===== src/rtl/lcbl_pkg.sv =====
`default_nettype none

package lcbl_pkg;

   localparam int unsigned CSR_INDEX_W = 3;
   localparam int unsigned CSR_DATA_W  = 31;

   typedef enum logic [CSR_INDEX_W-1:0] {
      CSR_INTERVAL_MS  = 3'd0,
      CSR_LOW_DIFF     = 3'd1,
      CSR_HIGH_DIFF    = 3'd2,
      CSR_DRIVE_MAX    = 3'd3,
      CSR_DRIVE_START  = 3'd4,
      CSR_SKIP_CHECKS  = 3'd5,
      CSR_FINAL_CHECKS = 3'd6
   } csr_index_type;

   localparam logic [15:0] INTERVAL_MS_RST  = 16'd100;
   localparam logic [30:0] LOW_DIFF_RST     = 31'd2560;
   localparam logic [30:0] HIGH_DIFF_RST    = 31'd12800;
   localparam logic [7:0]  DRIVE_MAX_RST    = 8'd255;
   localparam logic [7:0]  DRIVE_START_RST  = 8'd32;
   localparam logic [6:0]  SKIP_CHECKS_RST  = 7'd20;
   localparam logic [6:0]  FINAL_CHECKS_RST = 7'd50;
   localparam logic [6:0]  CHECK_COUNT_MAX  = 7'd127;

   typedef struct packed {
      logic [15:0] interval_ms;
      logic [30:0] low_diff;
      logic [30:0] high_diff;
      logic [7:0]  drive_max;
      logic [6:0]  skip_checks;
      logic [6:0]  final_checks;
   } cfg_type;

   typedef struct packed {
      logic        [31:0] now_ms;
      logic signed [31:0] red_level;
      logic signed [31:0] ir_level;
   } req_type;

   typedef struct packed {
      logic [7:0] drive_code;
      logic       drive_changed;
      logic       is_calibrated;
   } rsp_type;

endpackage

`default_nettype wire


===== src/rtl/lcbl_csr.sv =====
`default_nettype none

module lcbl_csr
   import lcbl_pkg::*;
(
   input  wire logic                   clock,
   input  wire logic                   reset,
   input  wire logic                   csr_wr_en,
   input  wire logic [CSR_INDEX_W-1:0] csr_index,
   input  wire logic [CSR_DATA_W-1:0]  csr_wdata,
   output cfg_type                     cfg
);

   cfg_type cfg_ff;

   always_ff @(posedge clock) begin
      if (reset) begin
         cfg_ff.interval_ms  <= INTERVAL_MS_RST;
         cfg_ff.low_diff     <= LOW_DIFF_RST;
         cfg_ff.high_diff    <= HIGH_DIFF_RST;
         cfg_ff.drive_max    <= DRIVE_MAX_RST;
         cfg_ff.skip_checks  <= SKIP_CHECKS_RST;
         cfg_ff.final_checks <= FINAL_CHECKS_RST;
      end else if (csr_wr_en) begin
         case (csr_index_type'(csr_index))
            CSR_INTERVAL_MS:  cfg_ff.interval_ms  <= csr_wdata[15:0];
            CSR_LOW_DIFF:     cfg_ff.low_diff     <= csr_wdata[30:0];
            CSR_HIGH_DIFF:    cfg_ff.high_diff    <= csr_wdata[30:0];
            CSR_DRIVE_MAX:    cfg_ff.drive_max    <= csr_wdata[7:0];
            // start code only matters at reset, which restores its reset value
            CSR_DRIVE_START:  ;
            CSR_SKIP_CHECKS:  cfg_ff.skip_checks  <= csr_wdata[6:0];
            CSR_FINAL_CHECKS: cfg_ff.final_checks <= csr_wdata[6:0];
            default:          ;
         endcase
      end
   end

   assign cfg = cfg_ff;

endmodule

`default_nettype wire


===== src/rtl/lcbl_core.sv =====
`default_nettype none

module lcbl_core
   import lcbl_pkg::*;
(
   input  wire logic    clock,
   input  wire logic    reset,
   input  wire logic    fire,
   input  wire cfg_type cfg,
   input  wire req_type item,
   output rsp_type      result
);

   logic [7:0]  drive_ff, drive_in;
   logic [6:0]  count_ff, count_in;
   logic [31:0] last_ff,  last_in;
   logic        done_ff,  done_in;

   logic [31:0] elapsed;
   logic        due;
   logic [32:0] diff;
   logic [31:0] mag;
   logic        below_low;
   logic        above_high;
   logic        changed;
   logic [6:0]  count_inc;

   always_comb begin
      elapsed    = item.now_ms - last_ff;
      due        = !done_ff && (elapsed >= {16'd0, cfg.interval_ms});
      diff       = {item.ir_level[31], item.ir_level} - {item.red_level[31], item.red_level};
      mag        = diff[32] ? 32'(-diff) : diff[31:0];
      below_low  = mag < {1'b0, cfg.low_diff};
      above_high = mag > {1'b0, cfg.high_diff};
      count_inc  = (count_ff < CHECK_COUNT_MAX) ? count_ff + 7'd1 : count_ff;

      drive_in = drive_ff;
      count_in = count_ff;
      changed  = 1'b0;
      if (due) begin
         if (count_ff <= cfg.skip_checks) begin
            count_in = count_inc;
         end else if (below_low && drive_ff != 8'd0) begin
            drive_in = drive_ff - 8'd1;
            changed  = 1'b1;
         end else if (above_high && drive_ff < cfg.drive_max) begin
            drive_in = drive_ff + 8'd1;
            changed  = 1'b1;
         end else begin
            count_in = count_inc;
         end
      end
      done_in = done_ff || (due && count_in == cfg.final_checks);
      last_in = due ? item.now_ms : last_ff;

      result.drive_code    = drive_in;
      result.drive_changed = changed;
      result.is_calibrated = done_in;
   end

   always_ff @(posedge clock) begin
      if (reset) begin
         drive_ff <= DRIVE_START_RST;
         count_ff <= 7'd0;
         last_ff  <= 32'd0;
         done_ff  <= 1'b0;
      end else if (fire) begin
         drive_ff <= drive_in;
         count_ff <= count_in;
         last_ff  <= last_in;
         done_ff  <= done_in;
      end
   end

endmodule

`default_nettype wire


===== src/rtl/led_current_balance_loop_unit.sv =====
// channel | ports               | payload
// --------+---------------------+-------------------------------------------
// input   | req_valid/req_ready | req_data: now_ms, red_level, ir_level
// result  | rsp_valid/rsp_ready | rsp_data: drive_code, drive_changed, is_calibrated
// config  | csr_wr_en           | csr_index, csr_wdata (write only)
//
// One item per cycle sustained while rsp_ready holds; an accepted item passes the input and result registers.
// An input register feeds the balance logic, which writes the result register
// and the loop state in the same cycle, so the next item sees the updated state.
// Synchronous reset returns the loop state to its start values and clears the valid flags, no clearing pass.
// A stalled result holds the result register; one more item waits in the
// input register before req_ready drops.
`default_nettype none

module led_current_balance_loop_unit
   import lcbl_pkg::*;
(
   input  wire logic                   clock,
   input  wire logic                   reset,
   input  wire logic                   req_valid,
   output logic                        req_ready,
   input  wire req_type                req_data,
   output logic                        rsp_valid,
   input  wire logic                   rsp_ready,
   output rsp_type                     rsp_data,
   input  wire logic                   csr_wr_en,
   input  wire logic [CSR_INDEX_W-1:0] csr_index,
   input  wire logic [CSR_DATA_W-1:0]  csr_wdata
);

   cfg_type cfg;
   req_type item_ff;
   logic    item_vld_ff;
   rsp_type res_ff;
   rsp_type res_in;
   logic    res_vld_ff;
   logic    fire;

   assign fire      = item_vld_ff && (!res_vld_ff || rsp_ready);
   assign req_ready = !item_vld_ff || fire;
   assign rsp_valid = res_vld_ff;
   assign rsp_data  = res_ff;

   lcbl_csr u_csr (
      .clock     (clock),
      .reset     (reset),
      .csr_wr_en (csr_wr_en),
      .csr_index (csr_index),
      .csr_wdata (csr_wdata),
      .cfg       (cfg)
   );

   lcbl_core u_core (
      .clock  (clock),
      .reset  (reset),
      .fire   (fire),
      .cfg    (cfg),
      .item   (item_ff),
      .result (res_in)
   );

   always_ff @(posedge clock) begin
      if (reset) begin
         item_vld_ff <= 1'b0;
         res_vld_ff  <= 1'b0;
      end else begin
         if (req_ready) begin
            item_vld_ff <= req_valid;
         end
         if (fire) begin
            res_vld_ff <= 1'b1;
         end else if (rsp_ready) begin
            res_vld_ff <= 1'b0;
         end
      end
   end

   always_ff @(posedge clock) begin
      if (req_valid && req_ready) begin
         item_ff <= req_data;
      end
      if (fire) begin
         res_ff <= res_in;
      end
   end

`ifndef NO_ASSERTIONS
   a_fire_loads_result: assert property (@(posedge clock) disable iff (reset)
      fire |=> res_vld_ff)
      else $error("result register not valid after an item was processed");

   a_ready_only_when_full: assert property (@(posedge clock) disable iff (reset)
      !req_ready |-> (item_vld_ff && res_vld_ff && !rsp_ready))
      else $error("input stalled while the pipeline could advance");

   a_drive_steps_by_one: assert property (@(posedge clock) disable iff (reset)
      (fire && res_vld_ff) |=> (res_ff.drive_code == $past(res_ff.drive_code)
         || res_ff.drive_code == 8'($past(res_ff.drive_code) + 8'd1)
         || res_ff.drive_code == 8'($past(res_ff.drive_code) - 8'd1)))
      else $error("drive code moved by more than one step");

   a_calibrated_holds: assert property (@(posedge clock) disable iff (reset)
      (fire && res_vld_ff && res_ff.is_calibrated) |=> (res_ff.is_calibrated
         && !res_ff.drive_changed && res_ff.drive_code == $past(res_ff.drive_code)))
      else $error("state changed after calibration");
`endif

endmodule

`default_nettype wire

===== config.mk =====
export PLATFORM = sky130hd
export DESIGN_NAME = led_current_balance_loop_unit
export DESIGN_NICKNAME = d
export VERILOG_FILES = /design/src/rtl/lcbl_pkg.sv /design/src/rtl/lcbl_csr.sv /design/src/rtl/lcbl_core.sv /design/src/rtl/led_current_balance_loop_unit.sv
export SDC_FILE = /design/constraint.sdc
export NUM_CORES = 1
export LEC_CHECK = 0
export ABC_CLOCK_PERIOD_IN_PS = 6700
export BUFFER_PORTS_ARGS = -buffer_cell sky130_fd_sc_hd__buf_4
export CORE_MARGIN = 2
export CORE_UTILIZATION = 30
export DETAILED_ROUTE_END_ITERATION = 7
export PLACE_DENSITY_LB_ADDON = 0.3
export SYNTH_ARGS = -nofsm -noshare
export SYNTH_HDL_FRONTEND = slang
export SYNTH_HIERARCHICAL = 1
export SYNTH_SLANG_ARGS = --single-unit

===== constraint.sdc =====
create_clock -name clock -period 6.7 [get_ports clock]
set_clock_uncertainty 0.15 [all_clocks]
set_input_delay 0.335 -clock clock [delete_from_list [all_inputs] [get_ports clock]]
set_output_delay 0.335 -clock clock [all_outputs]
set_load 0.005 [all_outputs]

==> impl_metrics.yaml <==
critical_path:
  cp.arrival_ns: 6.68
  crit_family: "simple AND/OR/NAND/NOR gates"
  crit_start: "item_ff[32]"
  end_kind: "register"
  path_max_fanout: 7
  critPathKind: "reg -> reg"
  cp_data_required_time_ns: 6.86
  critPathLaunchType: "register"
  max_stage_delay_ns: 0.50
  r2r_start: "item_ff[32]"
  crit_buf_inv: 2
  cp_slowest_cell: "or4_1"
power:
  power.total_mw: 5.34
  power_frac_comb_pct: 30.2
  pwr-share-clk_pct: 37.4
  leakage_nw: 9.51
  p_int_mw: 3.68
  seqPwrFrac_pct: 32.4
  peakVddDrop_uv: 195
  p_per_area_mw_per_mm2: 239
  swShare_pct: 31.0
  switching_power_mw: 1.66
timing:
  min_period_over_period_pct: 97.3
  fin_ws_ns: 0.178
  hold_ws_ns: 0.0130
  rsz0062_at_grt: "true"
  fmax_mhz: 153
  layout_min_cycle_time_ns: 6.52
  hold_viol: 0
  slew_headroom_pct: 16.7
  drv_slew: 0
  setup_viol: 0
  tightest_slew_ns: 1.23
  setup_tns_ns: 0
drt:
  wire_per_inst_um: 16.6
  vias: 14665
  viasPerCell: 4.92
  final_antenna_net_count: 0
  drtIter0Drc: 751
  drc: 0
  drt-total-wl_um: 49400
  dr.pass1.iters: 5
global_routing:
  grt_pass1_vias: 14625
  grt_pass1_wl_um: 77800
  grt_max_degree: 118
  grtUsageTotal_pct: 16.2
  grt.overflow.total: 0
  antenna_found_initial: 2
placed_design:
  port-buffer-count: 146
  place_area_mm2: 0.0194
  gp_congestion: 0.901
  hpwl_um: 36800
  dp_worst_setup_slack_ns: -0.117
logic_synthesis:
  syn-num-nets: 2190
  synth-edff-count: 106
  avgSynthCellArea_um2: 9.17
  synth_area_mm2: 0.0174
  yosysSeqAreaShare_pct: 35.6
  yosysWarnings: 6
  ys_seq_elements: 256
  synth_ff_type: "dfxtp_1"
  ys_types: 106
  synth_cells: 1894
  async_flop_share_pct: 0
clock_network:
  numCtsBuffers: 34
  path_clk_slew_ns: 0.06
  clockBufferDepth: 3
  h-tree-depth: 2
  clk_latency_ns: 0.56
  clock-sinks: 256
  cts_tree: "yes"
  cts-root-buf: "clkbuf_16"
final_layout:
  fin_nets: 2484
  drive_above_1_share_pct: 16.1
  synthToLayoutAreaGrowth_pct: 28.7
  final_cell_area_mm2: 0.0224
die:
  dieArea_mm2: 0.0599
  num_rows: 88
  fp.dieW_um: 245
  pin_count: 147
  die_height_um: 245
  initial_core_util_pct: 30.2
  core-area_mm2: 0.0575
status:
  outcome: "finished, final reports clean"
worst_hold_path:
  hp-class: "in -> reg"
  min_from: "csr_wdata[14]"
job:
  max-cap-violations: 0
## synth_stat cells (all sizes together), types with 5 or more instances
master	number	area [um^2]
inv	177	664
nor3	22	138
buf	31	209
and3	19	119
nor4b	6	58.8
nor4	5	43.8
edfxtp	106	3180
or2	9	56.3
and2	16	109
clkbuf	42	158
o22ai	5	31.3
a21oi	122	629
o2111ai	6	52.6
ha	159	1990
a31oi	18	113
o21ai	83	415
o21a	13	97.6
xnor2	54	473
nand3	27	135
o211a	8	80.1
a211oi	21	175
a211o	7	61.3
xor2	22	193
nand2b	123	769
nand4	27	169
mux2i	141	1410
and4	9	81.3
or3	13	96.3
a21o	48	360
o211ai	17	138
a311oi	7	61.3
nor2	155	582
o31ai	10	75.1
a22oi	5	65.1
dfxtp	150	3000
nand2	109	409
nor2b	17	114
o31a	5	52.6
## cells in the final DEF, fill, tap and decap left out, drive strengths merged, types with 21 or more instances in the layout
cell / instances
dlygate4sd3: 127
nand2: 109
a21o: 48
buf: 204
o21ai: 83
clkbuf: 48
a21oi: 122
nor2: 155
nand2b: 123
ha: 159
mux2i: 141
inv: 177
xor2: 22
nor3: 22
nand4: 27
edfxtp: 106
xnor2: 54
nand3: 27
dfxtp: 150
a211oi: 21
## through the flow
stage / cells / util [%]
CTS: 2966 / 38.2
global placement: 2777 / 33.8
finish: 2980 / 38.9
floorplan: 1894 / -
detailed placement: 2777 / 33.8
global route: 2980 / 38.9
## timing repair
action / in CTS / in global routing
endpoints found under the setup margin: 6 / 58
pin swaps: 1 / 24
hold endpoints to repair: 161 / 0
setup buffers: 0 / 13
hold buffers: 127 / 0
gates resized for setup: 8 / 71
## power by group through the flow
stage                     registers, mW  clock network, mW  logic (mW)
after floorplan                    1.75                  0       0.984
after global placement             1.76                  0        1.43
after detailed placement           1.76                  0        1.45
after global routing               1.73               2.13        1.79
after CTS                          1.73               2.07        1.53
final                              1.73               2.00        1.61
## cells by family (layout without fill, tap and decap cells)
family	after synthesis	count (layout)	share of synthesized area [%]
multiplexers	143	143	8.27
buffers and inverters	250	570	5.93
flip-flops	256	256	35.6
adder cells (fa/ha/maj)	161	161	11.7
AND/OR/NAND/NOR	583	583	18.2
other	0	1	0
XOR/XNOR	76	76	3.83
AO/OA/AOI/OAI	425	425	16.5
## routing by layer
metal,global-route usage (%),up-vias,part of all wire (%)
li1,-,7366,-
met1,21.5,6962,47
met2,26.9,271,46
met3,2.31,66,4.3
met4,5.47,0,2.7
met5,0,-,0
## worst min-delay path, cell delays in order
cell and delay, ns:
buf_4 0.09, nand2b_1 0.10, mux2i_1 0.13
## registers in the layout, summed over array words and instances (netlist names)
signal,cells
item_vld_ff,1
u_csr/cfg,100
u_core/drive_ff,8
u_core/done_ff,1
u_core/count_ff,7
rsp_valid,1
item_ff,96
u_core/last_ff,32
rsp_data,10
## worst paths after layout
| path | end | slack, ns | cells after the start |
|---|---|---|---|
| max | rsp_data[0] | 0.18 | 26 |
| min | u_csr/cfg[98] | 0.01 | 3 |
| max reg2reg | rsp_data[0] | 0.18 | 26 |
| min reg2reg | u_csr/cfg[40] | 0.32 | 2 |
## layout make-up
cell class              instances  area (um^2)
diodes                          1         2.50
clock buffers                  48          983
clock inverters                14          246
fillers                      5763        35100
inverters                     177          664
multi-input cells            1388        10500
flip-flops and latches        256         6190
well taps                     765          957
repair buffers                331         2820
No activity file was read; power rests on OpenSTA's default activity.
